**src/hw/rtl/clr_pkg.sv**
```systemverilog
// Package for the command line receiver: character codes, event codes,
// controller states and the command/status structs.
// No dependencies.
`timescale 1ns / 1ps
`default_nettype none

package clr_pkg;

    // Default line store length
    localparam int LINE_LENGTH_DEF = 64;

    // APB address width and register indexes (word addressed)
    localparam int APB_ADDR_W = 3;
    localparam int APB_DATA_W = 32;
    localparam logic [APB_ADDR_W-3:0] REG_CAPTURE = '0;

    // Character codes
    localparam logic [7:0] CH_BS     = 8'd8;
    localparam logic [7:0] CH_LF     = 8'h0A;
    localparam logic [7:0] CH_CR     = 8'h0D;
    localparam logic [7:0] CH_CTRL_X = 8'd24;
    localparam logic [7:0] CH_CTRL_Y = 8'd25;
    localparam logic [7:0] CH_DOLLAR = 8'h24;
    localparam logic [7:0] CH_QUERY  = 8'h3F;
    localparam logic [7:0] CH_I      = 8'h49;
    localparam logic [7:0] CH_S      = 8'h53;
    localparam logic [7:0] CH_X      = 8'h58;
    localparam logic [7:0] CH_DEL    = 8'd127;

    // Event codes on the result channel
    typedef logic [3:0] t_event;
    localparam t_event EV_CAPTURED   = 4'd0;
    localparam t_event EV_ABORT      = 4'd1;
    localparam t_event EV_UNLOCK     = 4'd2;
    localparam t_event EV_STOP_JOG   = 4'd3;
    localparam t_event EV_STOP_REQ   = 4'd4;
    localparam t_event EV_STATUS     = 4'd5;
    localparam t_event EV_LONG       = 4'd6;
    localparam t_event EV_LINE_BYTE  = 4'd7;
    localparam t_event EV_EMPTY      = 4'd8;
    localparam t_event EV_QUERY_BYTE = 4'd9;
    localparam t_event EV_OK         = 4'd10;

    // Controller states
    typedef enum logic [2:0] {
        S_IDLE,
        S_DECIDE,
        S_SINGLE,
        S_UNLOCK,
        S_OK,
        S_READ,
        S_EMIT
    } t_state;

    // What the current byte asks for
    typedef enum logic [1:0] {
        ACT_NONE,
        ACT_SINGLE,
        ACT_UNLOCK_OK,
        ACT_LINE
    } t_act;

    // Which result the output register loads
    typedef enum logic [1:0] {
        PUSH_SINGLE,
        PUSH_UNLOCK,
        PUSH_OK,
        PUSH_LINE
    } t_push_sel;

    typedef struct packed {
        logic      in_ready;
        logic      apply;
        logic      rd;
        logic      push;
        t_push_sel sel;
    } t_cmd;

    typedef struct packed {
        logic in_valid;
        t_act act;
        logic halted;
        logic out_free;
        logic last_byte;
    } t_status;

endpackage

`default_nettype wire

```
**src/hw/rtl/clr_in_if.sv**
```systemverilog
// Input channel: one received byte plus machine status flags per request.
// No dependencies.
`timescale 1ns / 1ps
`default_nettype none

interface clr_in_if;
    logic       valid;
    logic       ready;
    logic [7:0] rx_byte;
    logic       system_halted;
    logic       continuous_jog;
    logic       query_queue_full;

    modport source (
        output valid, rx_byte, system_halted, continuous_jog, query_queue_full,
        input  ready
    );
    modport sink (
        input  valid, rx_byte, system_halted, continuous_jog, query_queue_full,
        output ready
    );
endinterface

`default_nettype wire

```
**src/hw/rtl/clr_out_if.sv**
```systemverilog
// Result channel: event code, data byte and last-of-item marker per request.
// No dependencies.
`timescale 1ns / 1ps
`default_nettype none

interface clr_out_if;
    logic       valid;
    logic       ready;
    logic [3:0] event_res;
    logic [7:0] data_byte;
    logic       last;

    modport source (
        output valid, event_res, data_byte, last,
        input  ready
    );
    modport sink (
        input  valid, event_res, data_byte, last,
        output ready
    );
endinterface

`default_nettype wire

```
**src/hw/rtl/clr_ctrl.sv**
```systemverilog
// Controller state machine for the command line receiver.
// Depends on clr_pkg; talks to clr_datapath through t_cmd / t_status.
`timescale 1ns / 1ps
`default_nettype none

module clr_ctrl (
    input  logic             i_clk,
    input  logic             i_rst_n,
    input  clr_pkg::t_status i_status,
    output clr_pkg::t_cmd    o_cmd
);
    import clr_pkg::*;

    t_state r_state;
    t_state n_state;

    // State register
    always_ff @(posedge i_clk) begin
        if (!i_rst_n) begin
            r_state <= S_IDLE;
        end else begin
            r_state <= n_state;
        end
    end

    // Next state
    always_comb begin
        n_state = r_state;
        case (r_state)
            S_IDLE: begin
                if (i_status.in_valid) n_state = S_DECIDE;
            end
            S_DECIDE: begin
                case (i_status.act)
                    ACT_NONE:      n_state = S_IDLE;
                    ACT_SINGLE:    n_state = S_SINGLE;
                    ACT_UNLOCK_OK: n_state = i_status.halted ? S_UNLOCK : S_OK;
                    ACT_LINE:      n_state = S_READ;
                    default:       n_state = S_IDLE;
                endcase
            end
            S_SINGLE: begin
                if (i_status.out_free) n_state = S_IDLE;
            end
            S_UNLOCK: begin
                if (i_status.out_free) n_state = S_OK;
            end
            S_OK: begin
                if (i_status.out_free) n_state = S_IDLE;
            end
            S_READ: begin
                n_state = S_EMIT;
            end
            S_EMIT: begin
                if (i_status.out_free) n_state = i_status.last_byte ? S_IDLE : S_READ;
            end
            default: begin
                n_state = S_IDLE;
            end
        endcase
    end

    // Commands to the datapath
    always_comb begin
        o_cmd          = '0;
        o_cmd.sel      = PUSH_SINGLE;
        case (r_state)
            S_IDLE: begin
                o_cmd.in_ready = 1'b1;
            end
            S_DECIDE: begin
                o_cmd.apply = 1'b1;
            end
            S_SINGLE: begin
                o_cmd.push = i_status.out_free;
                o_cmd.sel  = PUSH_SINGLE;
            end
            S_UNLOCK: begin
                o_cmd.push = i_status.out_free;
                o_cmd.sel  = PUSH_UNLOCK;
            end
            S_OK: begin
                o_cmd.push = i_status.out_free;
                o_cmd.sel  = PUSH_OK;
            end
            S_READ: begin
                o_cmd.rd = 1'b1;
            end
            S_EMIT: begin
                o_cmd.push = i_status.out_free;
                o_cmd.sel  = PUSH_LINE;
            end
            default: begin
                o_cmd.in_ready = 1'b0;
            end
        endcase
    end

endmodule

`default_nettype wire

```
**src/hw/rtl/clr_datapath.sv**
```systemverilog
// Datapath: input latch, byte classification, line store memory,
// line count / discard state and the output register.
// Depends on clr_pkg, clr_in_if, clr_out_if.
`timescale 1ns / 1ps
`default_nettype none

module clr_datapath #(
    parameter int LINE_LENGTH = clr_pkg::LINE_LENGTH_DEF
) (
    input  logic             i_clk,
    input  logic             i_rst_n,
    input  logic             i_capture_mode,
    input  clr_pkg::t_cmd    i_cmd,
    output clr_pkg::t_status o_status,
    clr_in_if.sink           i_in,
    clr_out_if.source        o_out
);
    import clr_pkg::*;

    localparam int CNT_W = $clog2(LINE_LENGTH);
    localparam logic [CNT_W-1:0] CNT_FULL = CNT_W'(LINE_LENGTH - 1);
    localparam logic [CNT_W-1:0] CNT_ONE  = CNT_W'(1);
    localparam logic [CNT_W-1:0] CNT_TWO  = CNT_W'(2);

    // Latched request
    logic [7:0] r_byte;
    logic       r_halted;
    logic       r_jog;
    logic       r_qfull;

    // Line state
    logic [CNT_W-1:0] r_count;
    logic             r_discard;
    logic [7:0]       r_first;
    logic [7:0]       r_second;
    logic [7:0]       r_store [LINE_LENGTH];

    // Emission state
    t_event           r_ev;
    logic [7:0]       r_data;
    logic [CNT_W-1:0] r_len;
    logic [CNT_W-1:0] r_addr;
    logic [7:0]       r_rdata;

    // Output register
    logic   r_out_valid;
    t_event r_out_ev;
    logic [7:0] r_out_data;
    logic   r_out_last;

    // Classification results
    t_act             act;
    t_event           n_ev;
    logic [7:0]       n_data;
    logic [CNT_W-1:0] n_count;
    logic             n_discard;
    logic             store_we;
    logic             is_cmd_line;
    logic             out_free;
    logic             last_byte;

    assign i_in.ready = i_cmd.in_ready;
    assign out_free   = !r_out_valid || o_out.ready;
    assign last_byte  = (r_addr == (r_len - CNT_ONE));

    assign is_cmd_line = (r_count >= CNT_TWO) && (r_first == CH_DOLLAR) &&
                         ((r_second == CH_I) || (r_second == CH_S) || (r_second == CH_X));

    // Classify the latched byte against the current line state
    always_comb begin
        act       = ACT_NONE;
        n_ev      = EV_CAPTURED;
        n_data    = 8'd0;
        n_count   = r_count;
        n_discard = r_discard;
        store_we  = 1'b0;
        if (i_capture_mode) begin
            act    = ACT_SINGLE;
            n_ev   = EV_CAPTURED;
            n_data = r_byte;
        end else if (r_byte == CH_CTRL_X) begin
            if (!r_halted) begin
                act  = ACT_SINGLE;
                n_ev = EV_ABORT;
            end
            n_discard = 1'b0;
            n_count   = '0;
        end else if (r_byte == CH_CTRL_Y) begin
            act = ACT_SINGLE;
            if (r_halted)   n_ev = EV_UNLOCK;
            else if (r_jog) n_ev = EV_STOP_JOG;
            else            n_ev = EV_STOP_REQ;
        end else if (r_byte == CH_QUERY) begin
            if (!r_qfull) begin
                act  = ACT_SINGLE;
                n_ev = EV_STATUS;
            end
        end else if (r_discard) begin
            if (r_byte == CH_LF) n_discard = 1'b0;
        end else if (r_count >= CNT_FULL) begin
            act       = ACT_SINGLE;
            n_ev      = EV_LONG;
            n_discard = 1'b1;
            n_count   = '0;
        end else if (r_byte == CH_LF) begin
            if (is_cmd_line) begin
                if (r_second == CH_X) begin
                    act = ACT_UNLOCK_OK;
                end else if (!r_qfull) begin
                    act  = ACT_LINE;
                    n_ev = EV_QUERY_BYTE;
                end
            end else if (r_count == '0) begin
                act  = ACT_SINGLE;
                n_ev = EV_EMPTY;
            end else begin
                act  = ACT_LINE;
                n_ev = EV_LINE_BYTE;
            end
            n_count = '0;
        end else if (r_byte == CH_CR) begin
            act = ACT_NONE;
        end else if ((r_byte == CH_BS) || (r_byte == CH_DEL)) begin
            if (r_count != '0) n_count = r_count - CNT_ONE;
        end else begin
            store_we = 1'b1;
            n_count  = r_count + CNT_ONE;
        end
    end

    assign o_status.in_valid  = i_in.valid;
    assign o_status.act       = act;
    assign o_status.halted    = r_halted;
    assign o_status.out_free  = out_free;
    assign o_status.last_byte = last_byte;

    // Input latch
    always_ff @(posedge i_clk) begin
        if (i_in.valid && i_in.ready) begin
            r_byte   <= i_in.rx_byte;
            r_halted <= i_in.system_halted;
            r_jog    <= i_in.continuous_jog;
            r_qfull  <= i_in.query_queue_full;
        end
    end

    // Line count and discard mode
    always_ff @(posedge i_clk) begin
        if (!i_rst_n) begin
            r_count   <= '0;
            r_discard <= 1'b0;
        end else if (i_cmd.apply) begin
            r_count   <= n_count;
            r_discard <= n_discard;
        end
    end

    // Line store write, with copies of the first two characters
    always_ff @(posedge i_clk) begin
        if (i_cmd.apply && store_we) begin
            r_store[r_count] <= r_byte;
            if (r_count == '0)    r_first  <= r_byte;
            if (r_count == CNT_ONE) r_second <= r_byte;
        end
    end

    // Line store read, registered
    always_ff @(posedge i_clk) begin
        if (i_cmd.rd) begin
            r_rdata <= r_store[r_addr];
        end
    end

    // Event and walk setup
    always_ff @(posedge i_clk) begin
        if (i_cmd.apply) begin
            r_ev   <= n_ev;
            r_data <= n_data;
            r_len  <= r_count;
            r_addr <= '0;
        end else if (i_cmd.push && (i_cmd.sel == PUSH_LINE)) begin
            r_addr <= r_addr + CNT_ONE;
        end
    end

    // Output register
    always_ff @(posedge i_clk) begin
        if (!i_rst_n) begin
            r_out_valid <= 1'b0;
        end else if (i_cmd.push) begin
            r_out_valid <= 1'b1;
        end else if (o_out.ready) begin
            r_out_valid <= 1'b0;
        end
    end

    always_ff @(posedge i_clk) begin
        if (i_cmd.push) begin
            case (i_cmd.sel)
                PUSH_SINGLE: begin
                    r_out_ev   <= r_ev;
                    r_out_data <= r_data;
                    r_out_last <= 1'b1;
                end
                PUSH_UNLOCK: begin
                    r_out_ev   <= EV_UNLOCK;
                    r_out_data <= 8'd0;
                    r_out_last <= 1'b0;
                end
                PUSH_OK: begin
                    r_out_ev   <= EV_OK;
                    r_out_data <= 8'd0;
                    r_out_last <= 1'b1;
                end
                PUSH_LINE: begin
                    r_out_ev   <= r_ev;
                    r_out_data <= r_rdata;
                    r_out_last <= last_byte;
                end
                default: begin
                    r_out_ev   <= r_ev;
                    r_out_data <= 8'd0;
                    r_out_last <= 1'b1;
                end
            endcase
        end
    end

    assign o_out.valid     = r_out_valid;
    assign o_out.event_res = r_out_ev;
    assign o_out.data_byte = r_out_data;
    assign o_out.last      = r_out_last;

endmodule

`default_nettype wire

```
**src/hw/rtl/command_line_receiver.sv**
```systemverilog
// Top level of the command line receiver: APB register, controller and datapath.
// Depends on clr_pkg, clr_in_if, clr_out_if, clr_ctrl, clr_datapath.
//
//   Channel   Dir   Payload                                             Handshake
//   i_in      in    rx_byte, system_halted, continuous_jog,             valid/ready
//                   query_queue_full
//   o_out     out   event_res, data_byte, last                          valid/ready
//   APB       in    capture_mode at byte address 0                      psel/penable
//
// A byte that gives one result is accepted, classified and then loaded into the output
// register; unlock is loaded before ok. Each byte of a line is one registered line
// store read followed by one output load.
// One request is worked on at a time; ready is high only while idle.
// Reset is synchronous, active low; the line store needs no clearing pass.
// A stalled output holds the result register and the line walk waits.
`timescale 1ns / 1ps
`default_nettype none

module command_line_receiver #(
    parameter int LINE_LENGTH = clr_pkg::LINE_LENGTH_DEF
) (
    input  logic                             i_clk,
    input  logic                             i_rst_n,
    clr_in_if.sink                           i_in,
    clr_out_if.source                        o_out,
    input  logic                             psel,
    input  logic                             penable,
    input  logic                             pwrite,
    input  logic [clr_pkg::APB_ADDR_W-1:0]   paddr,
    input  logic [clr_pkg::APB_DATA_W-1:0]   pwdata,
    output logic [clr_pkg::APB_DATA_W-1:0]   prdata,
    output logic                             pready
);
    import clr_pkg::*;

    logic    r_capture_mode;
    logic    sel_capture;
    t_cmd    cmd;
    t_status status;

    // Register decode
    assign pready      = 1'b1;
    assign sel_capture = (paddr[APB_ADDR_W-1:2] == REG_CAPTURE);

    always_ff @(posedge i_clk) begin
        if (!i_rst_n) begin
            r_capture_mode <= 1'b0;
        end else if (psel && penable && pwrite && pready && sel_capture) begin
            r_capture_mode <= pwdata[0];
        end
    end

    // Read back
    always_comb begin
        prdata = '0;
        if (sel_capture) prdata[0] = r_capture_mode;
    end

    clr_ctrl u_ctrl (
        .i_clk    (i_clk),
        .i_rst_n  (i_rst_n),
        .i_status (status),
        .o_cmd    (cmd)
    );

    clr_datapath #(
        .LINE_LENGTH (LINE_LENGTH)
    ) u_datapath (
        .i_clk          (i_clk),
        .i_rst_n        (i_rst_n),
        .i_capture_mode (r_capture_mode),
        .i_cmd          (cmd),
        .o_status       (status),
        .i_in           (i_in),
        .o_out          (o_out)
    );

endmodule

`default_nettype wire
```
**src/flat_wrapper.sv**
```systemverilog
// flat-port wrapper written by rule: the top's interface ports become plain ports
module command_line_receiver_flat import clr_pkg::*;
#(
    parameter int LINE_LENGTH = clr_pkg::LINE_LENGTH_DEF
)
  (i_clk, i_rst_n, psel, penable, pwrite, paddr, pwdata, prdata, pready, i_in_valid, i_in_rx_byte, i_in_system_halted, i_in_continuous_jog, i_in_query_queue_full, i_in_ready, o_out_valid, o_out_event_res, o_out_data_byte, o_out_last, o_out_ready);
  clr_in_if i_in_i ();
  clr_out_if o_out_i ();
  input  logic i_clk;
  input  logic i_rst_n;
  input  logic psel;
  input  logic penable;
  input  logic pwrite;
  input  logic [clr_pkg::APB_ADDR_W-1:0] paddr;
  input  logic [clr_pkg::APB_DATA_W-1:0] pwdata;
  output logic [clr_pkg::APB_DATA_W-1:0] prdata;
  output logic pready;
  input wire logic [$bits(i_in_i.valid)-1:0] i_in_valid;
  input wire logic [$bits(i_in_i.rx_byte)-1:0] i_in_rx_byte;
  input wire logic [$bits(i_in_i.system_halted)-1:0] i_in_system_halted;
  input wire logic [$bits(i_in_i.continuous_jog)-1:0] i_in_continuous_jog;
  input wire logic [$bits(i_in_i.query_queue_full)-1:0] i_in_query_queue_full;
  output wire logic [$bits(i_in_i.ready)-1:0] i_in_ready;
  output wire logic [$bits(o_out_i.valid)-1:0] o_out_valid;
  output wire logic [$bits(o_out_i.event_res)-1:0] o_out_event_res;
  output wire logic [$bits(o_out_i.data_byte)-1:0] o_out_data_byte;
  output wire logic [$bits(o_out_i.last)-1:0] o_out_last;
  input wire logic [$bits(o_out_i.ready)-1:0] o_out_ready;
  assign i_in_i.valid = i_in_valid;
  assign i_in_i.rx_byte = i_in_rx_byte;
  assign i_in_i.system_halted = i_in_system_halted;
  assign i_in_i.continuous_jog = i_in_continuous_jog;
  assign i_in_i.query_queue_full = i_in_query_queue_full;
  assign i_in_ready = i_in_i.ready;
  assign o_out_valid = o_out_i.valid;
  assign o_out_event_res = o_out_i.event_res;
  assign o_out_data_byte = o_out_i.data_byte;
  assign o_out_last = o_out_i.last;
  assign o_out_i.ready = o_out_ready;
  command_line_receiver #(.LINE_LENGTH(LINE_LENGTH)) u_core (.i_clk(i_clk), .i_rst_n(i_rst_n), .i_in(i_in_i), .o_out(o_out_i), .psel(psel), .penable(penable), .pwrite(pwrite), .paddr(paddr), .pwdata(pwdata), .prdata(prdata), .pready(pready));
endmodule
```
**config.mk**
```make
export PLATFORM = sky130hd
export DESIGN_NAME = command_line_receiver_flat
export DESIGN_NICKNAME = d
export VERILOG_FILES = /design/src/hw/rtl/clr_pkg.sv /design/src/hw/rtl/clr_in_if.sv /design/src/hw/rtl/clr_out_if.sv /design/src/hw/rtl/clr_ctrl.sv /design/src/hw/rtl/clr_datapath.sv /design/src/hw/rtl/command_line_receiver.sv /design/src/flat_wrapper.sv
export SDC_FILE = /design/constraint.sdc
export NUM_CORES = 1
export LEC_CHECK = 0
export BUFFER_PORTS_ARGS = -buffer_cell sky130_fd_sc_hd__clkbuf_2
export CORE_ASPECT_RATIO = 1.25
export CORE_MARGIN = 3
export CORE_UTILIZATION = 62
export DETAILED_ROUTE_END_ITERATION = 16
export GPL_TIMING_DRIVEN = 0
export PLACE_DENSITY = 0.77
export SYNTH_ARGS = -nofsm -noshare
export SYNTH_HDL_FRONTEND = slang
export SYNTH_SLANG_ARGS = --single-unit
export TNS_END_PERCENT = 100
```
**constraint.sdc**
```tcl
create_clock -name i_clk -period 7.35 [get_ports i_clk]
set_input_delay 0.735 -clock i_clk [delete_from_list [all_inputs] [get_ports i_clk]]
set_output_delay 0.735 -clock i_clk [all_outputs]
set_load 0.05 [all_outputs]
```
; Word-level counts from Yosys, hierarchy flattened
; Memory sizes are Yosys's and may differ from the RTL's. A register that Yosys moved wholly into a read port is not among the register bits.
; Cells that the tools add are included.
[word_totals]
ff_bits = 76
ram_bits = 512
inputBits = 53
word_cells = 160
n_memories = 1
[memory_table]
columns = name, words, word_bits, rd, rd_ports_with_merged_regs, wr, line_no
row1 = u_core.u_datapath.r_store, 64, 8, 1, 1, 1, clr_datapath.sv:36  ; logic [7:0] r_store [LINE_LENGTH];
[classes]
add_sub_neg = 4
order_cmp = 2
n_eq_ne = 34
muxes = 71
n_bitwise = 2
n_reduce_logical = 28
[op_table]
columns = operator, n
row1 = 2-to-1 mux 6 bit, 9
row2 = 2-to-1 mux 4 bit, 10
row3 = "equality test 8 x 7 -> 1 bit, second input constant", 4
row4 = 2-to-1 mux 3 bit, 9
row5 = 2-to-1 mux 1 bit, 26
row6 = "equality test 8 x 4 -> 1 bit, second input constant", 3
row7 = one-hot mux 3 bit (4 select lines), 2
row8 = one-hot mux 8 bit (3 select lines), 1
row9 = 2-to-1 mux 2 bit, 11
row10 = one-hot mux 3 bit (6 select lines), 1
row11 = "equality test 8 x 5 -> 1 bit, second input constant", 2
row12 = "equality test 8 x 6 -> 1 bit, second input constant", 2
row13 = "adder 6 x 1 -> 6 bit, second input constant", 2
row14 = one-hot mux 4 bit (3 select lines), 1
row15 = "subtractor 6 x 1 -> 6 bit, second input constant", 2
row16 = "!= test 2 bit, second input constant", 5
row17 = "equality test 3 bit, second input constant", 3
row18 = "equality test 2 bit, second input constant", 4
row19 = logical AND 1 bit, 8
row20 = AND reduction 4 bit, 2
row21 = OR reduction 2 bit, 4
row22 = AND reduction 7 bit, 1
row23 = "equality test 3 x 2 -> 1 bit, second input constant", 2
row24 = "equality test 6 x 1 -> 1 bit, second input constant", 1
row25 = other kinds (18), 26

; Depth between registers and ports, before layout
; Gate-level depths: netlist of the first run.
[depth]
ltp_word = 15
ltp_mapped = 11
mapped_depth_nobuf = 9

; Hierarchy
; From an unflattened synthesis of the first run, not the netlist that was laid out.
[unflattened]
cells_unflattened = 1357
area_unflattened_um2 = 24377.1
[modules_own_cells]
columns = module, instances, cells_per_inst, area_per_inst_um2, seq_area_each_um2
row1 = clr_datapath, 1, 1275, 23735.3, 17636.9
row2 = clr_ctrl, 1, 42, 326.6, 60.1
row3 = command_line_receiver, 1, 40, 315.3, 20.0

; Worst setup path before layout of the first run
; OpenSTA, ideal clock, no wires.
[synth_timing]
path_kind = flip-flop to flip-flop
startpoint = register u_core.u_datapath.r_byte[0]
endpoint = memory u_core.u_datapath.r_store[43][0] (enable)
setup_time_ns = 0.395
arrival_ns = 3.413
required_ns = 6.955
setup_slack_ns = 3.543
stages_incl_launch_ff = 8
path_buffers = 1
cell_sequence = edfxtp_1 > clkbuf_1 > nor3b_1 > nand3b_1 > nand2_1 > nor3_1 > nand2b_1 > nor4_1
[synth_via]
elab_chain_len = 14
word_cells_on_any_way = 20
[synth_lines]
columns = item, line_no
row1 = from (decl), clr_datapath.sv:26  ; logic [7:0] r_byte;
row2 = from (signal assigned), clr_datapath.sv:140  ; r_byte <= i_in.rx_byte;
row3 = equality test 8 x 4 -> 1 bit / equality test 8 x 7 -> 1 bit (equally long branches), clr_datapath.sv:123  ; end else if ((r_byte == CH_BS) || (r_byte == CH_DEL)) begin
row4 = logical OR 1 bit, clr_datapath.sv:123
row5 = 2-to-1 mux 1 bit, clr_datapath.sv:123
row6 = 2-to-1 mux 1 bit, clr_datapath.sv:121  ; end else if (r_byte == CH_CR) begin
row7 = 2-to-1 mux 1 bit, clr_datapath.sv:105  ; end else if (r_byte == CH_LF) begin
row8 = 2-to-1 mux 1 bit, clr_datapath.sv:100  ; end else if (r_count >= CNT_FULL) begin
row9 = 2-to-1 mux 1 bit, clr_datapath.sv:98  ; end else if (r_discard) begin
row10 = 2-to-1 mux 1 bit, clr_datapath.sv:93  ; end else if (r_byte == CH_QUERY) begin
row11 = 2-to-1 mux 1 bit, clr_datapath.sv:88  ; end else if (r_byte == CH_CTRL_Y) begin
row12 = 2-to-1 mux 1 bit *, clr_datapath.sv:81  ; end else if (r_byte == CH_CTRL_X) begin
row13 = 2-to-1 mux 1 bit *, clr_datapath.sv:77  ; if (i_capture_mode) begin
row14 = logical AND 1 bit *, clr_datapath.sv:160  ; if (i_cmd.apply && store_we) begin
row15 = 2-to-1 mux 1 bit *, clr_datapath.sv:160
row16 = 2-to-1 mux 1 bit (implied by the code) *, clr_datapath.sv:161  ; r_store[r_count] <= r_byte;
row17 = to (decl), clr_datapath.sv:36
; Every way passes the cells marked *; elsewhere a longest branch is shown, timed or not.

; Worst setup path in the final report of the first run
[layout_timing]
startpoint = register u_core.u_datapath.r_byte[0]
endpoint = memory u_core.u_datapath.r_store[11][4] (enable)
; Same word-level chain as after synthesis.

==> results.py, run 1 <==
metrics = {
    "die": {
        "dieWidth_um": 182,
        "core.rowCount": 80,
        "num_io_pins": 101,
        "height_of_the_die_um": 226,
        "area_of_the_die_um2": 41300,
        "placeableCoreArea_um2": 38200,
        "initial_utilization_pct": 63.0,
    },
    "cts": {
        "post_cts_buffers": 0,
        "path_clk_slew_ns": 0.07,
        "cts.htree.levels": 2,
        "worst_skew_pair.late_latency_ns": 0.58,
        "clock_sinks": 596,
        "ctsRootBufferMaster": "sky130_fd_sc_hd__clkbuf_16",
        "tritoncts": "built",
        "ctsLongestPathBuffers": 3,
        "cts_hold_buf": 0,
        "post_cts_resized": 0,
        "cts_made_buffers": 53,
    },
    "worst_hold_path": {
        "hold_class": "input pin to flip-flop",
    },
    "worst_setup_path": {
        "critical_path_class": "flip-flop to flip-flop",
        "cp-start-kind": "flip-flop",
        "setup.worst_path.end_class": "flip-flop",
        "worst-path-max-fanout": 10,
        "critical_path_arrival_ns": 4.56,
        "worstPathRequired_ns": 7.55,
    },
    "routing": {
        "ant_nets": 0,
        "met3_wirelength_um": 4240,
        "highest_layer": "met4",
        "wl_met1_um": 19400,
        "vias_per_cell": 6.58,
        "routed_wirelength_um": 53900,
        "detailed_router_s_first_iteration_violation_count": 1433,
        "met2_wirelength_um": 28100,
        "route.detailed.wl_per_inst_um": 28.4,
        "via_count": 12500,
        "drt_pass1_iterations": 6,
        "drcViolationCount": 0,
    },
    "global_route": {
        "grt_pass1_wl_um": 80000,
        "grt_start_max_net_pins": 34,
        "grt_antenna_before_repair": 0,
        "globalRouteTotalUtil_pct": 26.6,
        "number_of_global_route_vias_before_repair": 12300,
        "grt_remaining_overflow": 0,
    },
    "cells_and_area": {
        "nNetsFinal": 1430,
        "syn2layout_area_growth_pct": 12.5,
        "antenna_cells_inserted": 0,
        "nFillCells": 2273,
        "drive_above_1_share_pct": 25.5,
        "regArea_um2": 17700,
        "multiInputGateArea_um2": 5970,
        "final_area_um2": 27100,
    },
    "status": {
        "violations": "capacitance limit, slew limit",
        "run_status": "finished, violations left",
    },
    "synth": {
        "synthFlopType": "sky130_fd_sc_hd__edfxtp_1",
        "syn-mean-instance-area_um2": 19.6,
        "cell_types_with_the_largest_area_share_after_synthesis": "sky130_fd_sc_hd__edfxtp_1, sky130_fd_sc_hd__mux4_2, sky130_fd_sc_hd__dfxtp_1",
        "netlist.top_cell.by_area": "sky130_fd_sc_hd__edfxtp_1",
        "synth.lib_cells_used.distinct": 67,
        "yosys_register_bits": 596,
        "post_synth_instance_area_um2": 24100,
        "synth_top_area_share_pct": 72.1,
        "synth_edf_count": 578,
        "ys.warnings.count": 0,
        "register_area_share_after_synthesis_pct": 73.6,
        "synth_cells": 1226,
        "share_of_flip_flops_with_an_asynchronous_set_or_reset_pct": 0,
    },
    "sta": {
        "final_cycle_share_pct": 59.4,
        "max_slew_violation_total_from_the_final_report": 9,
        "max_slew_margin_pct": -1.20,
        "achievable-frequency_ghz": 0.229,
        "timing.final.hold_violations": 0,
        "timing.setup.tns_ns": 0,
        "finalSetupViolations": 0,
        "post-route-min-period_ns": 4.36,
        "rsz0062_at_grt": "false",
        "finClkSkew_ns": 0.0129,
        "actual_transition_at_the_worst_max_transition_pin_ns": 1.51,
    },
    "pwr": {
        "cellPowerDensity_nw_per_um2": 244,
        "power.leakage_nw": 8.56,
        "power.ir.vdd_worst_mv": 0.230,
    },
    "placed_design": {
        "routabilityCongestion": 0.948,
        "post_dp_hpwl_um": 35400,
        "postPlaceCellArea_um2": 25500,
        "io_buffer_count": 35,
    },
    "job": {
        "drv.max_cap_violation_count": 1,
    },
}
-- area by class of cell --
class | count | area share (%)
Buffer | 91 | 1.82
Clock buffer | 61 | 5.04
Clock inverter | 35 | 0.946
Inverter | 11 | 0.152
Multi-Input combinational cell | 558 | 22.0
Sequential cell | 596 | 65.4
Tap cell | 492 | 2.27
Timing Repair Buffer | 55 | 2.37
-- final timing paths --
kind	from	end	slack, ns	cells past startpoint
max reg2reg	u_core.u_datapath.r_byte[0]	u_core.u_datapath.r_store[11][4]	2.99	7
min	i_in_system_halted	u_core.u_datapath.r_halted	0.32	1
min reg2reg	u_core.u_datapath.r_count[5]	u_core.u_datapath.r_len[5]	0.46	0
max	u_core.u_datapath.r_byte[0]	u_core.u_datapath.r_store[11][4]	2.99	7
-- cell families after synthesis --
family	share of synthesized area, %
DFF	73.6
and+or+nand+nor	5.26
muxes	15.2
buffers and inverters	2.22
AOI/OAI and AO/OA	2.61
xor gates and xnor gates	0.582
adders and majority gates	0.571
other	0.0312
-- synth_stat cells (all sizes together), types with 3 or more instances --
cell type / count
a211oi: 6
a21oi: 17
a221oi: 3
a22o: 7
a22oi: 16
a31oi: 4
and2: 16
and3: 6
buf: 57
clkbuf: 34
dfxtp: 18
edfxtp: 578
ha: 11
inv: 11
mux2i: 5
mux4: 160
nand2: 40
nand2b: 7
nand3: 17
nand3b: 4
nand4: 4
nand4b: 4
nor2: 90
nor2b: 10
nor3: 11
nor4: 10
nor4b: 3
o211ai: 3
o21a: 3
o21ai: 12
o311ai: 5
or2: 3
or3: 8
or4b: 3
xnor2: 4
xor2: 12
-- cell usage in the layout (no fill, tap or decap), drive strengths merged, types with 14 or more instances in the layout --
cell type | Yosys | layout
nand3 | 17 | 17
clkbuf | 34 | 130
mux4 | 160 | 160
and2 | 16 | 16
nand2 | 40 | 40
clkinv | 0 | 27
nor2 | 90 | 90
edfxtp | 578 | 578
dfxtp | 18 | 18
a21oi | 17 | 17
inv | 11 | 14
conb | 2 | 32
buf | 57 | 77
a22oi | 16 | 16
-- sequential cells by signal (all words and copies together), names as in the netlist --
register                           flops
u_core.u_datapath.r_store            512
u_core.u_datapath.o_out.data_byte      8
u_core.u_datapath.r_byte               8
u_core.u_datapath.r_data               8
u_core.u_datapath.r_first              8
u_core.u_datapath.r_rdata              8
u_core.u_datapath.r_second             8
u_core.u_datapath.r_addr               6
u_core.u_datapath.r_count              6
u_core.u_datapath.r_len                6
u_core.u_datapath.o_out.event_res      4
u_core.u_datapath.r_ev                 4
u_core.u_ctrl.r_state                  3
u_core.r_capture_mode                  1
u_core.u_datapath.o_out.last           1
u_core.u_datapath.o_out.valid          1
u_core.u_datapath.r_discard            1
u_core.u_datapath.r_halted             1
u_core.u_datapath.r_jog                1
u_core.u_datapath.r_qfull              1
-- routing by layer --
layer  vias to the layer above  GRT usage, %
li1                       5244             -
met1                      6466          35.9
met2                       662          45.1
met3                       130          4.12
met4                         0          9.46
met5                         -             0
-- power breakdown --
group          switching, mW  total, mW  internal, mW
sequential            0.0257       3.78          3.75
clock                   1.19       2.62          1.44
combinational          0.148      0.220        0.0723
total                   1.36       6.62          5.26
-- critical path, stage by stage, from the launching register on --
cell	delay, ns
sky130_fd_sc_hd__edfxtp_1	0.76
sky130_fd_sc_hd__clkbuf_1	0.48
sky130_fd_sc_hd__nor3b_1	0.23
sky130_fd_sc_hd__nand3b_1	0.23
sky130_fd_sc_hd__nand2_1	0.21
sky130_fd_sc_hd__nor4_1	0.59
sky130_fd_sc_hd__nand3_1	0.59
sky130_fd_sc_hd__nor2_1	0.89
-- metrics by stage --
step | std cells | util [%] | power [mW] | setup slack (ns) | hold WS, ns
finish | 1899 | 70.9 | 6.62 | 2.99 | 0.323
global route | 1899 | 70.9 | 6.80 | 2.77 | 0.315
CTS | 1897 | 70.8 | 6.65 | 3.11 | 0.308
detailed placement | 1801 | 66.6 | 4.07 | 3.13 | 0.450
global placement | 1783 | 65.4 | 4.03 | 1.63 | 0.436
floorplan | 1256 | - | 3.97 | 3.54 | 0.422
(Power assumes the default switching activity.)
==> inputs of run 2 (changes only) <==
ABC_AREA = 1   (was not set)
CORE_UTILIZATION = 56   (was 62)
PLACE_DENSITY = 0.73   (was 0.77)
clock period = 3.75 ns   (was 7.35 ns; I/O delays follow)
==> results.py, run 2 <==
metrics = {
    "die": {
        "initial_utilization_pct": 57.1,
        "placeableCoreArea_um2": 43300,
        "dieWidth_um": 194,
        "num_io_pins": 101,
        "height_of_the_die_um": 241,
        "area_of_the_die_um2": 46700,
        "core.rowCount": 85,
    },
    "synth": {
        "synth_cells": 1988,
        "yosysMostFrequentCell": "sky130_fd_sc_hd__edfxtp_1",
        "synth_edf_count": 578,
        "share_of_flip_flops_with_an_asynchronous_set_or_reset_pct": 0,
        "synthTopCellsByCount": "sky130_fd_sc_hd__edfxtp_1, sky130_fd_sc_hd__nor2_1, sky130_fd_sc_hd__o21ai_0, sky130_fd_sc_hd__nand2_1, sky130_fd_sc_hd__o22ai_1",
        "cell_types_with_the_largest_area_share_after_synthesis": "sky130_fd_sc_hd__edfxtp_1, sky130_fd_sc_hd__o21ai_0, sky130_fd_sc_hd__nor2_1",
        "post_synth_instance_area_um2": 24700,
        "ys.warnings.count": 0,
        "syn-mean-instance-area_um2": 12.4,
        "netlist.top_cell.by_area": "sky130_fd_sc_hd__edfxtp_1",
        "yosys_register_bits": 596,
        "synth_top_area_share_pct": 70.2,
        "register_area_share_after_synthesis_pct": 71.7,
        "synthFlopType": "sky130_fd_sc_hd__edfxtp_1",
        "synth.lib_cells_used.distinct": 51,
    },
    "cells_and_area": {
        "multiInputGateArea_um2": 6130,
        "nFillCells": 3168,
        "final_cells": 2746,
        "end_of_flow_core_utilization_pct": 64.8,
        "final_area_um2": 28100,
        "nNetsFinal": 2204,
        "final_common_cell": "sky130_fd_sc_hd__edfxtp_1",
        "largest_register": "u_core.u_datapath.r_store",
        "drive_above_1_share_pct": 14.3,
        "layout_common_cells": "sky130_fd_sc_hd__edfxtp_1, sky130_fd_sc_hd__nor2_1, sky130_fd_sc_hd__o21ai_0",
        "syn2layout_area_growth_pct": 13.6,
        "largest_register_ffs": 512,
        "regArea_um2": 17700,
    },
    "sta": {
        "post-route-min-period_ns": 3.71,
        "timing.final.hold_violations": 0,
        "max_slew_violation_total_from_the_final_report": 0,
        "timing.setup.tns_ns": 0,
        "achievable-frequency_ghz": 0.270,
        "finClkSkew_ns": 0.0228,
        "post-route-worst-setup-slack_ns": 0.0435,
        "final_cycle_share_pct": 98.8,
        "rsz0062_at_grt": "true",
        "actual_transition_at_the_worst_max_transition_pin_ns": 1.29,
        "max_slew_margin_pct": 13.2,
        "fin_worst_hold_slack_ns": 0.0314,
        "finalSetupViolations": 0,
    },
    "cts": {
        "worst_skew_pair.late_latency_ns": 0.62,
        "cts_made_buffers": 55,
        "path_clk_slew_ns": 0.06,
        "post_cts_buffers": 0,
        "tritoncts": "built",
        "ctsRootBufferMaster": "sky130_fd_sc_hd__clkbuf_16",
        "clock_sinks": 596,
        "cts.htree.levels": 2,
        "ctsLongestPathBuffers": 3,
    },
    "worst_hold_path": {
        "hold_path_end": "u_core.r_capture_mode",
        "hold_path.startpoint": "pwdata[0]",
        "hold_class": "input pin to flip-flop",
        "hold_depth": 2,
    },
    "worst_setup_path": {
        "critPathSlowestCell": "sky130_fd_sc_hd__nor2_1",
        "critical_path_arrival_ns": 3.95,
        "worst_r2r_startpoint": "u_core.u_datapath.r_byte[3]",
        "rr_endpoint": "u_core.u_datapath.r_store[2][5]",
        "critPathMaxStageDelay_ns": 0.84,
        "timing.reg2reg.setup_slack_ns": 0.04,
        "worst-path-max-fanout": 27,
        "path_cells": "buf_16 > nand2_2 > nor2_1 > nand2_1 > nand3_1 > inv_1 > nand3_2 > inv_4 > nand4_2 > nor2_1",
        "critical_path_class": "flip-flop to flip-flop",
        "cp-start-kind": "flip-flop",
        "cp-startpoint": "u_core.u_datapath.r_byte[3]",
        "worstPathRequired_ns": 3.99,
        "r2r_cells": 10,
        "critical_path.most_common_cell": "sky130_fd_sc_hd__nor2_1",
        "setup.worst_path.end_class": "flip-flop",
    },
    "pwr": {
        "power.ir.vdd_worst_mv": 0.477,
        "cellPowerDensity_nw_per_um2": 473,
        "total_power_mw": 13.3,
        "power.leakage_nw": 9.62,
    },
    "placed_design": {
        "postPlaceCellArea_um2": 26200,
        "post_dp_hpwl_um": 50700,
        "placed_cells_incl_taps": 2637,
        "placement.setup.worst_slack_ns": -0.0801,
        "io_buffer_count": 35,
        "routabilityCongestion": 1.08,
    },
    "global_route": {
        "grt_start_max_net_pins": 37,
        "grt_remaining_overflow": 0,
        "globalRouteTotalUtil_pct": 31.4,
        "grt_pass1_wl_um": 107000,
        "number_of_global_route_vias_before_repair": 16400,
        "grt_antenna_before_repair": 3,
    },
    "routing": {
        "vias_per_cell": 6.36,
        "met3_wirelength_um": 8590,
        "ant_nets": 0,
        "routed_wirelength_um": 74600,
        "via_count": 17500,
        "met2_wirelength_um": 35200,
        "drt_pass1_iterations": 6,
        "detailed_router_s_first_iteration_violation_count": 2413,
        "route.detailed.wl_per_inst_um": 27.2,
        "wl_met1_um": 25800,
        "drcViolationCount": 0,
        "highest_layer": "met5",
    },
    "status": {
        "run_status": "finished, final reports clean",
    },
    "job": {
        "drv.max_cap_violation_count": 0,
    },
}
==> run 2: changes by cell type in the layout (fill, tap and decap cells not counted), sizes merged, moves of 15 or more <==
| cell | delta |
|---|---|
| nand2 | +142 |
| clkbuf | +37 |
| buf | +22 |
| nor2 | +281 |
| o221ai | +48 |
| o22ai | +79 |
| a22oi | -16 |
| mux4 | -160 |
| nand4 | +38 |
| inv | +74 |
| nand3 | +50 |
| and2 | -15 |
| o21ai | +262 |
==> run 2: area by class of cell <==
type	instances	area share, %
diodes	2	0.0178
plain buffers	148	2.70
clock buffers	64	5.02
clock inverters	32	0.847
inverters	88	1.19
multi-input cells	1186	21.8
flip-flops and latches	596	63.1
well taps	565	2.52
repair buffers	65	2.74
==> run 2: how the worst max path moves through the flow <==
stage,to,cells past startpoint
5_1_grt,u_core.u_datapath.r_store[34][5],10
3_3_place_gp,u_core.u_datapath.r_store[47][6],10
4_1_cts,u_core.u_datapath.r_store[50][3],10
2_1_floorplan,u_core.u_datapath.r_store[47][0],10
3_5_place_dp,u_core.u_datapath.r_store[59][5],10
6_report,u_core.u_datapath.r_store[2][5],10
==> run 2: timing repair <==
| item | CTS | global route |
|---|---|---|
| hold buffers | 11 | 0 |
| resized for setup | 3 | 34 |
| endpoints found under the hold margin | 11 | 0 |
| endpoints found under the setup margin | 24 | 224 |
==> run 2: critical path, delay by kind of cell (launching register included) <==
| family | cells | cell delay (ns) |
|---|---|---|
| buf+inv | 3 | 0.60 |
| flops | 1 | 0.76 |
| simple gates | 7 | 1.98 |
==> run 2: logic make-up after synthesis <==
family | Yosys count | synth area share, %
xor gates and xnor gates | 9 | 0.319
buffers and inverters | 236 | 4.42
other | 2 | 0.0304
adders and majority gates | 11 | 0.557
DFF | 596 | 71.7
and+or+nand+nor | 688 | 12.5
AOI/OAI and AO/OA | 446 | 10.5
==> run 2: layer usage <==
layer / vias to the layer above / global-route usage (%)
met5: - / 0
met4: 2 / 17.6
met3: 278 / 6.84
met2: 1236 / 51.1
met1: 8439 / 39.8
li1: 7515 / -
==> run 2: where the power goes <==
part           internal (mW)  switching, mW  total [mW]
Sequential              7.38         0.0557        7.44
Clock                   2.88           2.39        5.27
Combinational          0.168          0.389       0.557
